===== config.mk =====
export PLATFORM = sky130hd
export DESIGN_NAME = command_frame_builder_crc16
export DESIGN_NICKNAME = d
export VERILOG_FILES = /design/src/hdl/cfb_pkg.sv /design/src/hdl/cfb_cfg_regs.sv /design/src/hdl/cfb_serializer.sv /design/src/hdl/cfb_out_reg.sv /design/src/hdl/command_frame_builder_crc16.sv
export SDC_FILE = /design/constraint.sdc
export NUM_CORES = 1
export LEC_CHECK = 0
export BUFFER_PORTS_ARGS = -buffer_cell sky130_fd_sc_hd__buf_2
export CORE_MARGIN = 2
export CORE_UTILIZATION = 55
export DETAILED_ROUTE_END_ITERATION = 16
export PLACE_DENSITY_LB_ADDON = 0.08
export SLEW_MARGIN = 20
export SYNTH_ARGS = -nofsm -noshare
export SYNTH_HDL_FRONTEND = slang
export SYNTH_SLANG_ARGS = --single-unit

===== constraint.sdc =====
create_clock -name clk -period 6.7 [get_ports clk]
set_clock_uncertainty 0.05 [all_clocks]
set_input_delay 0.67 -clock clk [delete_from_list [all_inputs] [get_ports clk]]
set_output_delay 0.67 -clock clk [all_outputs]
set_load 0.02 [all_outputs]

===== src/hdl/cfb_pkg.sv =====
// ----------------------------------------------------------------------------
// cfb_pkg
// Types, constants and the CRC-16/XMODEM byte update shared by the command
// frame builder.
// ----------------------------------------------------------------------------
package cfb_pkg;

	localparam logic [15:0] CRC_POLY = 16'h1021;

	// Reset values of the configuration registers
	localparam logic [7:0] HEAD_FIRST_RST  = 8'hA5;
	localparam logic [7:0] HEAD_SECOND_RST = 8'h5A;
	localparam logic [7:0] TAIL_FIRST_RST  = 8'h00;
	localparam logic [7:0] TAIL_SECOND_RST = 8'h00;

	// Configuration register indexes
	localparam int          CFG_IDX_W       = 2;
	localparam logic [1:0]  CFG_HEAD_FIRST  = 2'd0;
	localparam logic [1:0]  CFG_HEAD_SECOND = 2'd1;
	localparam logic [1:0]  CFG_TAIL_FIRST  = 2'd2;
	localparam logic [1:0]  CFG_TAIL_SECOND = 2'd3;

	// Input item modes
	localparam logic MODE_START   = 1'b0;
	localparam logic MODE_PAYLOAD = 1'b1;

	// Byte positions within a frame. A payload item enters at the length-low
	// position, which then carries the payload byte instead.
	localparam int         POS_W       = 4;
	localparam logic [3:0] POS_HEAD0   = 4'd0;
	localparam logic [3:0] POS_HEAD1   = 4'd1;
	localparam logic [3:0] POS_ADDR_HI = 4'd2;
	localparam logic [3:0] POS_ADDR_LO = 4'd3;
	localparam logic [3:0] POS_CMD_HI  = 4'd4;
	localparam logic [3:0] POS_CMD_LO  = 4'd5;
	localparam logic [3:0] POS_LEN_HI  = 4'd6;
	localparam logic [3:0] POS_LEN_LO  = 4'd7;
	localparam logic [3:0] POS_CRC_HI  = 4'd8;
	localparam logic [3:0] POS_CRC_LO  = 4'd9;
	localparam logic [3:0] POS_TAIL0   = 4'd10;
	localparam logic [3:0] POS_TAIL1   = 4'd11;

	typedef struct packed {
		logic        mode;
		logic [15:0] module_address;
		logic [15:0] command_code;
		logic [15:0] payload_length;
		logic [7:0]  payload_byte;
	} in_item_t;

	typedef struct packed {
		logic [7:0] out_byte;
		logic       frame_end;
		logic       run_last;
	} out_item_t;

	typedef struct packed {
		logic [7:0] head_first;
		logic [7:0] head_second;
		logic [7:0] tail_first;
		logic [7:0] tail_second;
	} cfg_regs_t;

	// One byte of CRC-16/XMODEM, MSB first, unrolled over the eight bits.
	function automatic logic [15:0] crc16_byte(input logic [15:0] crc, input logic [7:0] b);
		logic [15:0] c;
		c = crc ^ {b, 8'h00};
		for (int i = 0; i < 8; i++) begin
			c = c[15] ? ((c << 1) ^ CRC_POLY) : (c << 1);
		end
		return c;
	endfunction

endpackage


===== src/hdl/cfb_cfg_regs.sv =====
// ----------------------------------------------------------------------------
// cfb_cfg_regs
// Head and tail byte registers, written through a plain write port.
// ----------------------------------------------------------------------------
module cfb_cfg_regs (
	input  logic                            clk,
	input  logic                            arst_n,
	input  logic                            cfg_we,
	input  logic [cfb_pkg::CFG_IDX_W-1:0]   cfg_index,
	input  logic [7:0]                      cfg_data,
	output cfb_pkg::cfg_regs_t              regs
);
	import cfb_pkg::*;

	cfg_regs_t regs_q;

	always_ff @(posedge clk or negedge arst_n) begin
		if (!arst_n) begin
			regs_q.head_first  <= HEAD_FIRST_RST;
			regs_q.head_second <= HEAD_SECOND_RST;
			regs_q.tail_first  <= TAIL_FIRST_RST;
			regs_q.tail_second <= TAIL_SECOND_RST;
		end else if (cfg_we) begin
			case (cfg_index)
				CFG_HEAD_FIRST:  regs_q.head_first  <= cfg_data;
				CFG_HEAD_SECOND: regs_q.head_second <= cfg_data;
				CFG_TAIL_FIRST:  regs_q.tail_first  <= cfg_data;
				CFG_TAIL_SECOND: regs_q.tail_second <= cfg_data;
				default: ;
			endcase
		end
	end

	assign regs = regs_q;

endmodule


===== src/hdl/cfb_serializer.sv =====
// ----------------------------------------------------------------------------
// cfb_serializer
// Input register and byte sequencer: holds one item and steps through its
// bytes one per cycle unless stalled, keeping the running CRC and frame state.
// ----------------------------------------------------------------------------
module cfb_serializer (
	input  logic                clk,
	input  logic                arst_n,
	input  logic                item_valid,
	output logic                item_stall,
	input  cfb_pkg::in_item_t   item,
	input  cfb_pkg::cfg_regs_t  regs,
	input  logic                emit_ready,
	output logic                emit,
	output cfb_pkg::out_item_t  emit_data
);
	import cfb_pkg::*;

	logic              s1_valid_q;
	in_item_t          s1_q;
	logic [POS_W-1:0]  pos_q;
	logic [15:0]       crc_q;
	logic [15:0]       rem_q;
	logic              open_q;

	logic        drop;
	logic        finish_now;
	logic        last;
	logic        done;
	logic        accept;
	logic        crc_byte_en;
	logic [7:0]  byte_sel;

	// A payload item with no frame open is retired without any byte.
	assign drop = s1_valid_q && (s1_q.mode == MODE_PAYLOAD) && !open_q;

	assign finish_now = (s1_q.mode == MODE_PAYLOAD) ? (rem_q == 16'd1)
	                                                : (s1_q.payload_length == 16'd0);

	always_comb begin
		byte_sel    = 8'h00;
		crc_byte_en = 1'b0;
		case (pos_q)
			POS_HEAD0:   byte_sel = regs.head_first;
			POS_HEAD1:   byte_sel = regs.head_second;
			POS_ADDR_HI: begin byte_sel = s1_q.module_address[15:8]; crc_byte_en = 1'b1; end
			POS_ADDR_LO: begin byte_sel = s1_q.module_address[7:0];  crc_byte_en = 1'b1; end
			POS_CMD_HI:  begin byte_sel = s1_q.command_code[15:8];   crc_byte_en = 1'b1; end
			POS_CMD_LO:  begin byte_sel = s1_q.command_code[7:0];    crc_byte_en = 1'b1; end
			POS_LEN_HI:  begin byte_sel = s1_q.payload_length[15:8]; crc_byte_en = 1'b1; end
			POS_LEN_LO: begin
				byte_sel    = (s1_q.mode == MODE_PAYLOAD) ? s1_q.payload_byte
				                                          : s1_q.payload_length[7:0];
				crc_byte_en = 1'b1;
			end
			POS_CRC_HI:  byte_sel = crc_q[15:8];
			POS_CRC_LO:  byte_sel = crc_q[7:0];
			POS_TAIL0:   byte_sel = regs.tail_first;
			POS_TAIL1:   byte_sel = regs.tail_second;
			default:     byte_sel = 8'h00;
		endcase
	end

	assign last = (pos_q == POS_TAIL1) || ((pos_q == POS_LEN_LO) && !finish_now);

	assign emit       = s1_valid_q && !drop && emit_ready;
	assign done       = drop || (emit && last);
	assign item_stall = s1_valid_q && !done;
	assign accept     = item_valid && !item_stall;

	assign emit_data.out_byte  = byte_sel;
	assign emit_data.frame_end = (pos_q == POS_TAIL1);
	assign emit_data.run_last  = last;

	always_ff @(posedge clk) begin
		if (accept) begin
			s1_q <= item;
		end
	end

	always_ff @(posedge clk or negedge arst_n) begin
		if (!arst_n) begin
			s1_valid_q <= 1'b0;
			pos_q      <= POS_HEAD0;
			crc_q      <= 16'h0000;
			rem_q      <= 16'h0000;
			open_q     <= 1'b0;
		end else begin
			if (accept) begin
				s1_valid_q <= 1'b1;
				pos_q      <= (item.mode == MODE_PAYLOAD) ? POS_LEN_LO : POS_HEAD0;
			end else if (done) begin
				s1_valid_q <= 1'b0;
			end else if (emit) begin
				pos_q <= pos_q + 1'b1;
			end

			if (emit) begin
				if (pos_q == POS_HEAD0) begin
					crc_q <= 16'h0000;
				end else if (crc_byte_en) begin
					crc_q <= crc16_byte(crc_q, byte_sel);
				end

				if (pos_q == POS_LEN_LO) begin
					if (s1_q.mode == MODE_PAYLOAD) begin
						rem_q <= rem_q - 16'd1;
					end else begin
						rem_q  <= s1_q.payload_length;
						open_q <= 1'b1;
					end
				end

				if (pos_q == POS_TAIL1) begin
					open_q <= 1'b0;
					rem_q  <= 16'h0000;
				end
			end
		end
	end

`ifndef NO_ASSERTIONS
	a_pos_range: assert property (@(posedge clk) disable iff (!arst_n)
		s1_valid_q |-> (pos_q <= POS_TAIL1))
		else $error("byte position beyond the final tail byte");

	a_close_on_tail: assert property (@(posedge clk) disable iff (!arst_n)
		(emit && (pos_q == POS_TAIL1)) |=> !open_q)
		else $error("frame still open after its final tail byte");

	a_open_on_header: assert property (@(posedge clk) disable iff (!arst_n)
		(emit && (pos_q == POS_LEN_LO) && (s1_q.mode == MODE_START))
		|=> (open_q && (rem_q == $past(s1_q.payload_length))))
		else $error("frame not opened with its length after the header");

	a_drop_no_byte: assert property (@(posedge clk) disable iff (!arst_n)
		(s1_valid_q && !open_q && (s1_q.mode == MODE_PAYLOAD)) |=> !$past(emit))
		else $error("payload byte outside a frame produced a byte");
`endif

endmodule


===== src/hdl/cfb_out_reg.sv =====
// ----------------------------------------------------------------------------
// cfb_out_reg
// Output register: holds one result byte until the downstream side takes it,
// and takes the next one in the same cycle as a transfer.
// ----------------------------------------------------------------------------
module cfb_out_reg (
	input  logic                clk,
	input  logic                arst_n,
	input  logic                load,
	input  cfb_pkg::out_item_t  load_data,
	output logic                load_ready,
	output logic                result_valid,
	input  logic                result_stall,
	output cfb_pkg::out_item_t  result
);
	import cfb_pkg::*;

	logic      valid_q;
	out_item_t data_q;

	assign load_ready = !valid_q || !result_stall;

	always_ff @(posedge clk) begin
		if (load) begin
			data_q <= load_data;
		end
	end

	always_ff @(posedge clk or negedge arst_n) begin
		if (!arst_n) begin
			valid_q <= 1'b0;
		end else if (load) begin
			valid_q <= 1'b1;
		end else if (!result_stall) begin
			valid_q <= 1'b0;
		end
	end

	assign result_valid = valid_q;
	assign result       = data_q;

endmodule


===== src/hdl/command_frame_builder_crc16.sv =====
// ----------------------------------------------------------------------------
// command_frame_builder_crc16
// Serializes command frames (head, address, command, length, payload,
// CRC-16/XMODEM, tail) into a byte stream.
// ----------------------------------------------------------------------------
//  Channel  | Signals                                  | Direction
//  item     | item_valid, item_stall, item (in_item_t) | in
//  result   | result_valid, result_stall, result       | out
//  config   | cfg_we, cfg_index, cfg_data              | in
//
// A start item yields eight bytes (twelve at zero length), a payload item one
// (five when it closes the frame), a payload byte outside a frame none. Items
// are registered in the sequencer before their bytes pass to the output register.
// Reset clears the sequencer, frame state and output register and reloads the
// head and tail registers. A result stall on a full output register holds the
// sequencer; the next item is taken as the current one's last byte is loaded.
// ----------------------------------------------------------------------------
module command_frame_builder_crc16 (
	input  logic                            clk,
	input  logic                            arst_n,
	input  logic                            item_valid,
	output logic                            item_stall,
	input  cfb_pkg::in_item_t               item,
	output logic                            result_valid,
	input  logic                            result_stall,
	output cfb_pkg::out_item_t              result,
	input  logic                            cfg_we,
	input  logic [cfb_pkg::CFG_IDX_W-1:0]   cfg_index,
	input  logic [7:0]                      cfg_data
);
	import cfb_pkg::*;

	cfg_regs_t regs;
	logic      emit;
	logic      emit_ready;
	out_item_t emit_data;

	cfb_cfg_regs u_cfg_regs (
		.clk       (clk),
		.arst_n    (arst_n),
		.cfg_we    (cfg_we),
		.cfg_index (cfg_index),
		.cfg_data  (cfg_data),
		.regs      (regs)
	);

	cfb_serializer u_serializer (
		.clk        (clk),
		.arst_n     (arst_n),
		.item_valid (item_valid),
		.item_stall (item_stall),
		.item       (item),
		.regs       (regs),
		.emit_ready (emit_ready),
		.emit       (emit),
		.emit_data  (emit_data)
	);

	cfb_out_reg u_out_reg (
		.clk          (clk),
		.arst_n       (arst_n),
		.load         (emit),
		.load_data    (emit_data),
		.load_ready   (emit_ready),
		.result_valid (result_valid),
		.result_stall (result_stall),
		.result       (result)
	);

endmodule

==> reports/results.md, run 1 <==
| Step | Quantity | Reported |
| --- | --- | --- |
| yosys | Top cell type by total area after synthesis | sky130_fd_sc_hd__edfxtp_1 |
| die | Height of the die | 113 um |
| yosys | Mapped cell area | 0.00650 sq mm |
| clock network | Hold-fix buffer count after cts | 0 |
| worst setup path | Reg-to-reg endpoint | u_serializer.s1_q[38] |
| clock network | Clock tree from TritonCTS | built |
| clock network | Inserted Clock Buffers | 17 |
| drt | Total detailed-routing wirelength | 15700 um |
| drt | Antenna-violating nets left | 0 |
| yosys | Count of flip-flops with a built-in enable after synthesis | 67 |
| worst setup path | Launching element of the worst setup path | u_serializer.rem_q[6] |
| yosys | Proportion of register bits with asynchronous set or reset after synthesis | 51.4% |
| timing | Post-route minimum period | 3610 ps |
| timing | Relative max-transition margin | 36.3% |
| yosys | Syn Inst Count | 520 |
| yosys | Leading cell type by number of instances after synthesis | sky130_fd_sc_hd__edfxtp_1 |
| die | Placement Rows | 39 |
| place | I/O Buffers | 83 |
| worst setup path | Worst-case register-to-register setup slack | 3090 ps |
| place | Detailed-placement wirelength estimate | 11100 um |
| worst setup path | Worst reg2reg startpoint | u_serializer.rem_q[6] |
| timing | RSZ-0062 raised after global routing | no |
| worst setup path | Worst setup path endpoint | u_serializer.s1_q[38] |
| worst setup path | Worst r2r path cells | 7 |
| drt | Number of vias per cell after detailed routing | 5.98 |
| clock network | CTS Root Cell | sky130_fd_sc_hd__clkbuf_16 |
| yosys | List of most frequent post-synthesis cells | 67 x sky130_fd_sc_hd__edfxtp_1, 63 x sky130_fd_sc_hd__dfrtp_1, 38 x sky130_fd_sc_hd__nand2_1, 35 x sky130_fd_sc_hd__mux2_2, 33 x sky130_fd_sc_hd__nor2_1 |
| timing | Max Clk Rate | 0.277 GHz |
| yosys | Post-Syn Area per Cell | 12.5 sq um |
| timing | Endpoints failing hold | 0 |
| worst setup path | Data arrival time of the critical path | 3420 ps |
| clock network | Clock sink count | 138 |
| job | Max-cap violations | 0 |
| yosys | Post-synth top area share | 31.0% |
| worst setup path | Setup crit end kind | flip-flop |
| clock network | Buffers from clock root to sink, at most | 2 |
| finish | Final Cell Area | 0.00762 sq mm |
| yosys | Unique masters post-synth | 65 |
| timing | Fin Setup TNS | 0 ps |
| clock network | CTS clock-pin slew for the worst setup and hold paths | 60 ps |
| power | Maximum ir drop on the vdd rail | 0.000458 V |
| yosys | Post-Syn Nets | 598 |
| die | Total die area | 0.0127 sq mm |
| drt | Average routed wire per standard cell | 20.8 um |
| timing | Finish-stage setup viols | 0 |
| power | Post-layout power | 4.10 mW |
| worst setup path | Critical-path maximum fanout | 58 |
| global route | Number of antenna violations at the first check in global routing | 0 |
| die | Initial Util | 56.7% |
| finish | Layout cell share with drive strength beyond 1 | 27.8% |
| global route | Maximum number of pins on one net before global-route repair | 72 |
| status | Status | completed |
| power | Leak Pwr | 3.10 nW |
| die | Area of the placeable core | 0.0115 sq mm |
| worst hold path | Worst min-delay path startpoint | item[13] |
| worst setup path | Startpoint type of the worst setup path | flip-flop |
| place | Final Wtd Congestion | 0.908 |
| die | IO Pins | 84 |
| drt | Count of unresolved DRC violations after routing | 0 |
| finish | Layout-stage area growth over the synthesis result | 17.2% |
| power | Power density over the cells | 538 mW/mm^2 |
| global route | Number of global-route vias before repair | 4471 |
| clock network | Count of H-tree levels built during CTS | 4 |
| yosys | Number of synthesized register bits | 138 |
| worst setup path | Critical path class | flip-flop to flip-flop |
| drt | Initial DRC Count | 381 |
| clock network | Clock insertion delay at the later pin of the skew report | 420 ps |
| yosys | Cells taking the most area after synthesis | sky130_fd_sc_hd__edfxtp_1 31%, sky130_fd_sc_hd__dfrtp_1 24%, sky130_fd_sc_hd__mux2_2 6.1% |
| timing | Post-route fraction of the period consumed by the critical path | 53.8% |
| global route | Total overflow reported by the global router | 0 |
| timing | Actual transition at the worst max-transition pin | 954 ps |
| global route | GRT Total Usage | 26.1% |
| finish | Final antenna diode count | 0 |
| drt | Vias | 4536 |
| worst setup path | CP Data Required Time | 6520 ps |
| place | Placed cell area | 0.00699 sq mm |
| yosys | Dominant register cell in the synthesized netlist | sky130_fd_sc_hd__edfxtp_1 |
| global route | Global-route wire length before repair | 24900 um |
| timing | Max-slew violation count | 0 |
| clock network | Resize count post-CTS | 0 |
| drt | Iteration count of the initial detailed-routing pass | 7 |
| die | Horizontal die dimension | 113 um |
| yosys | YS warnings | 0 |
| finish | Final nets | 680 |
| worst hold path | Hold Path Class | input port to flip-flop |
| yosys | Fraction of the yosys area taken by sequential cells | 58.5% |
| clock network | Number of post-CTS setup repair buffers | 0 |
metal layers:
metal	track usage (%)	vias up	wire length [um]
met1	37.8	2239	7280
li1	-	2121	-
met4	9.35	0	280
met2	39.6	155	7340
met5	0	-	0
met3	5.41	21	839
cell families after synthesis:
kind of cell,count (synthesis),synth area share (%)
buffers and inverters,37,2.73
adders and majority gates,6,1.16
AOI/OAI and AO/OA,121,13.3
and+or+nand+nor,132,10.4
xor gates and xnor gates,33,5.14
muxes,53,8.84
DFF,138,58.5
cell type report:
type	count	area (sq um)
tap	143	179
sequential	138	3800
clock inverter	11	170
clock buffer	21	440
multi-input combinational	345	2520
timing repair buffer	88	460
inverter	12	46.3
fill	829	3850
registers in the layout (all words and copies together) (netlist names):
| register | count |
|---|---|
| u_out_reg.result | 10 |
| u_serializer.s1_q | 57 |
| u_serializer.rem_q | 16 |
| u_serializer.open_q | 1 |
| u_cfg_regs.regs | 32 |
| u_serializer.crc_q | 16 |
| u_out_reg.result_valid | 1 |
| u_serializer.s1_valid_q | 1 |
| u_serializer.pos_q | 4 |
where the power goes:
group / switching [mW] / internal [mW]
clock: 0.344 / 0.623
sequential: 0.230 / 1.22
combinational: 0.962 / 0.717
total: 1.54 / 2.56
worst max-delay path, cell delays in order, from the launching register on:
cell                       delay [ps]
sky130_fd_sc_hd__dfrtp_1          430
sky130_fd_sc_hd__or4_4            580
sky130_fd_sc_hd__nor4_2           260
sky130_fd_sc_hd__nand3_1          190
sky130_fd_sc_hd__a21o_1           250
sky130_fd_sc_hd__a21oi_1          260
sky130_fd_sc_hd__nand2b_1         250
sky130_fd_sc_hd__clkinv_2         770
through the flow:
| step | instances | setup WS [ps] | utilization [%] | hold slack, ps |
|---|---|---|---|---|
| floorplan | 520 | 3270 | - | 324 |
| global route | 758 | 2780 | 66.4 | 356 |
| detailed placement | 725 | 3200 | 61.0 | 444 |
| global placement | 724 | 3340 | 60.9 | 434 |
| finish | 758 | 3090 | 66.4 | 369 |
| CTS | 757 | 3190 | 66.3 | 362 |
how the worst min path moves through the flow:
stage                                  to  slack (ps)  cells past startpoint
finish              u_serializer.s1_q[13]         370                      1
global route        u_serializer.s1_q[13]         360                      1
CTS                  u_serializer.s1_q[9]         360                      1
detailed placement    u_cfg_regs.regs[15]         440                      1
global placement      u_cfg_regs.regs[21]         430                      1
floorplan              u_cfg_regs.regs[0]         320                      0
layout by cell type, fill, tap and decap left out, types with 7 or more instances in the layout:
cell,count
sky130_fd_sc_hd__buf_2,83
sky130_fd_sc_hd__edfxtp_1,67
sky130_fd_sc_hd__dfrtp_1,63
sky130_fd_sc_hd__nand2_1,38
sky130_fd_sc_hd__mux2_2,35
sky130_fd_sc_hd__nor2_1,33
sky130_fd_sc_hd__o21ai_0,24
sky130_fd_sc_hd__a21oi_1,21
sky130_fd_sc_hd__xnor2_1,20
sky130_fd_sc_hd__mux2i_1,18
sky130_fd_sc_hd__a22o_1,17
sky130_fd_sc_hd__clkbuf_16,17
sky130_fd_sc_hd__a22oi_1,11
sky130_fd_sc_hd__inv_1,11
sky130_fd_sc_hd__xor2_1,10
sky130_fd_sc_hd__nand2b_1,9
sky130_fd_sc_hd__dfstp_2,8
sky130_fd_sc_hd__nand3_1,7
sky130_fd_sc_hd__nor3_1,7
Power figures use the tool's default switching activity.
==> run 2: changes to the inputs <==
--- a/config.mk
+++ b/config.mk
@@ -5,9 +5,10 @@
 export SDC_FILE = /design/constraint.sdc
 export NUM_CORES = 1
 export LEC_CHECK = 0
+export ABC_AREA = 1
 export BUFFER_PORTS_ARGS = -buffer_cell sky130_fd_sc_hd__buf_2
 export CORE_MARGIN = 2
-export CORE_UTILIZATION = 55
+export CORE_UTILIZATION = 53
 export DETAILED_ROUTE_END_ITERATION = 16
 export PLACE_DENSITY_LB_ADDON = 0.08
 export SLEW_MARGIN = 20
==> constraint.sdc (replaced) <==
create_clock -name clk -period 3.2 [get_ports clk]
set_clock_uncertainty 0.05 [all_clocks]
set_input_delay 0.32 -clock clk [delete_from_list [all_inputs] [get_ports clk]]
set_output_delay 0.32 -clock clk [all_outputs]
set_load 0.02 [all_outputs]
==> reports/results.md, run 2 <==
| Step | Quantity | Reported |
| --- | --- | --- |
| status | Status | completed |
| power | Maximum ir drop on the vdd rail | 0.000467 V |
| yosys | Leading cell type by number of instances after synthesis | sky130_fd_sc_hd__nand2_1 |
| timing | Worst hold slack | 12.2 ps |
| finish | Layout-stage area growth over the synthesis result | 18.2% |
| yosys | YS warnings | 0 |
| timing | Relative max-transition margin | 48.3% |
| worst setup path | Cells along the critical path | inv_1 > ha_1 > inv_1 > nor2_1 > nand2_1 > nand2_1 > nor2_1 > nand3_1 > nand2_1 > nand2_1 > nand2_1 > nand2_1 > nand2_1 > nand3_1 > nand2_1 |
| die | Area of the placeable core | 0.0126 sq mm |
| yosys | Dominant register cell in the synthesized netlist | sky130_fd_sc_hd__edfxtp_1 |
| global route | GRT Total Usage | 26.6% |
| worst setup path | Setup crit end kind | flip-flop |
| yosys | Post-Syn Nets | 877 |
| drt | Antenna-violating nets left | 0 |
| drt | Iteration count of the initial detailed-routing pass | 8 |
| power | Leak Pwr | 3.83 nW |
| yosys | Cells taking the most area after synthesis | sky130_fd_sc_hd__edfxtp_1 30%, sky130_fd_sc_hd__dfrtp_1 23%, sky130_fd_sc_hd__nand2_1 15% |
| global route | Number of global-route vias before repair | 5425 |
| drt | Number of vias per cell after detailed routing | 5.39 |
| die | Initial Util | 54.1% |
| timing | Post-route minimum period | 2820 ps |
| worst setup path | CP Data Required Time | 3450 ps |
| yosys | Fraction of the yosys area taken by sequential cells | 55.9% |
| clock network | Clock insertion delay at the later pin of the skew report | 430 ps |
| clock network | Count of H-tree levels built during CTS | 4 |
| timing | RSZ-0062 raised after global routing | no |
| place | Final Wtd Congestion | 0.903 |
| power | Power density over the cells | 858 mW/mm^2 |
| drt | Initial DRC Count | 664 |
| clock network | Clock tree from TritonCTS | built |
| power | Post-layout power | 6.89 mW |
| worst setup path | CP peak stage delay | 490 ps |
| finish | Most common cell after layout, fill and taps aside | sky130_fd_sc_hd__nand2_1 |
| yosys | Count of flip-flops with a built-in enable after synthesis | 67 |
| die | Height of the die | 117 um |
| finish | Highest-count cells in the layout ignoring fill and taps | 263 x sky130_fd_sc_hd__nand2_1, 94 x sky130_fd_sc_hd__nand3_1, 83 x sky130_fd_sc_hd__buf_2, 67 x sky130_fd_sc_hd__edfxtp_1 |
| power | Switching share of power | 39.7% |
| clock network | Inserted Clock Buffers | 17 |
| finish | Layout cell share with drive strength beyond 1 | 16.1% |
| power | Combinational power share | 35.9% |
| yosys | List of most frequent post-synthesis cells | 263 x sky130_fd_sc_hd__nand2_1, 94 x sky130_fd_sc_hd__nand3_1, 67 x sky130_fd_sc_hd__edfxtp_1, 64 x sky130_fd_sc_hd__inv_1 |
| clock network | Hold-fix buffer count after cts | 1 |
| clock network | Number of post-CTS setup repair buffers | 0 |
| clock network | CTS clock-pin slew for the worst setup and hold paths | 60 ps |
| die | Horizontal die dimension | 117 um |
| timing | Fin Setup TNS | 0 ps |
| yosys | Proportion of register bits with asynchronous set or reset after synthesis | 51.4% |
| drt | Total length of routed met3 wires | 1060 um |
| clock network | CTS Root Cell | sky130_fd_sc_hd__clkbuf_16 |
| drt | Vias | 5814 |
| yosys | Unique masters post-synth | 29 |
| yosys | Number of synthesized register bits | 138 |
| worst setup path | Data arrival time of the critical path | 3080 ps |
| clock network | Buffers from clock root to sink, at most | 2 |
| yosys | Post-Syn Area per Cell | 8.51 sq um |
| worst setup path | Startpoint type of the worst setup path | flip-flop |
| clock network | Resize count post-CTS | 0 |
| timing | Endpoints failing hold | 0 |
| worst setup path | Crit-path most repeated cell | sky130_fd_sc_hd__nand2_1 |
| finish | Final antenna diode count | 0 |
| drt | Detailed route wirelength on metal2 | 7600 um |
| finish | Number of flip-flops in the largest register | 57 |
| global route | Maximum number of pins on one net before global-route repair | 46 |
| power | Psw | 2.74 mW |
| drt | Count of unresolved DRC violations after routing | 0 |
| global route | Total overflow reported by the global router | 0 |
| die | IO Pins | 84 |
| place | I/O Buffers | 83 |
| die | Total die area | 0.0137 sq mm |
| power | Power Internal | 4.16 mW |
| timing | Finish-stage setup viols | 0 |
| power | Sequential share of power | 37.3% |
| worst hold path | Hold Path Class | input port to flip-flop |
| timing | Post-route fraction of the period consumed by the critical path | 88.2% |
| power | Clock Power Share | 26.8% |
| worst setup path | Slowest-stage cell, CP | sky130_fd_sc_hd__ha_1 |
| clock network | Clock sink count | 138 |
| drt | Average routed wire per standard cell | 15.8 um |
| place | Minimum setup slack after placement | 452 ps |
| drt | Total detailed-routing wirelength | 17100 um |
| place | Detailed-placement wirelength estimate | 12600 um |
| die | Placement Rows | 41 |
| worst setup path | Critical-path maximum fanout | 10 |
| job | Max-cap violations | 0 |
| timing | Worst-case setup margin in the final layout | 377 ps |
| yosys | Syn Inst Count | 799 |
| yosys | Top cell type by total area after synthesis | sky130_fd_sc_hd__edfxtp_1 |
| finish | Final nets | 972 |
| timing | Max Clk Rate | 0.354 GHz |
| timing | Actual transition at the worst max-transition pin | 770 ps |
| global route | Number of antenna violations at the first check in global routing | 0 |
| yosys | Mapped cell area | 0.00680 sq mm |
| global route | Global-route wire length before repair | 27600 um |
| yosys | Post-synth top area share | 29.6% |
| timing | Max-slew violation count | 0 |
| drt | WL met1 | 8100 um |
| drt | DR top layer | met4 |
| finish | Reg with most FFs | u_serializer.s1_q |
| worst setup path | Critical path class | flip-flop to flip-flop |
| finish | # fillers | 1085 |
run 2: critical path, delay by kind of cell, from the launching register on:
family / cells / cell delay (ps)
AND/OR/NAND/NOR: 12 / 1450
adder cells (fa/ha/maj): 1 / 490
flip-flops: 1 / 400
buffers and inverters: 2 / 290
run 2: metrics by stage:
step                std cells  util (%)  instance area, sq um
floorplan                 799         -                  6800
global placement         1046      59.4                  7470
detailed placement       1046      59.4                  7470
CTS                      1079      63.9                  8040
global route             1079      63.9                  8040
finish                   1079      63.9                  8040
run 2: final timing paths:
check,start,slack [ps],endpoint,cells after the start
max,u_serializer.pos_q[0],380,u_serializer.crc_q[13],15
min,item[4],10,u_serializer.s1_q[4],1
max reg2reg,u_serializer.pos_q[0],380,u_serializer.crc_q[13],15
min reg2reg,u_cfg_regs.regs[13],430,u_cfg_regs.regs[13],2
max in group asynchronous,arst_n,1920,u_cfg_regs.regs[19],3
min in group asynchronous,arst_n,430,u_serializer.rem_q[12],2
run 2: power groups by stage:
stage | Sequential [mW] | Combinational (mW) | Clock [mW]
after detailed placement | 2.59 | 2.45 | 0
final | 2.57 | 2.47 | 1.85
after global placement | 2.58 | 2.40 | 0
after CTS | 2.56 | 2.46 | 1.88
after global routing | 2.61 | 2.83 | 1.95
after floorplan | 2.56 | 1.75 | 0
run 2: cell families (layout without fill, tap and decap cells):
logic type	count (synthesis)	in the layout	synth area share [%]
compound gates	85	85	6.89
xor+xnor	10	10	1.29
fa+ha+maj	6	6	1.10
buf+inv	94	202	5.58
flops	138	138	55.9
simple gates	466	466	29.3
run 2: layout make-up:
cell class / instances / area [sq um] / area share [%]
flip-flops and latches: 138 / 3800 / 47.3
multi-input cells: 567 / 2620 / 32.6
repair buffers: 104 / 601 / 7.47
clock buffers: 20 / 437 / 5.43
inverters: 66 / 248 / 3.08
well taps: 172 / 215 / 2.68
clock inverters: 12 / 118 / 1.46
run 2: metal layers:
layer | vias up | track usage (%)
li1 | 2871 | -
met2 | 196 | 39.7
met1 | 2719 | 38.3
met3 | 28 | 6.02
met4 | 0 | 9.57
met5 | - | 0
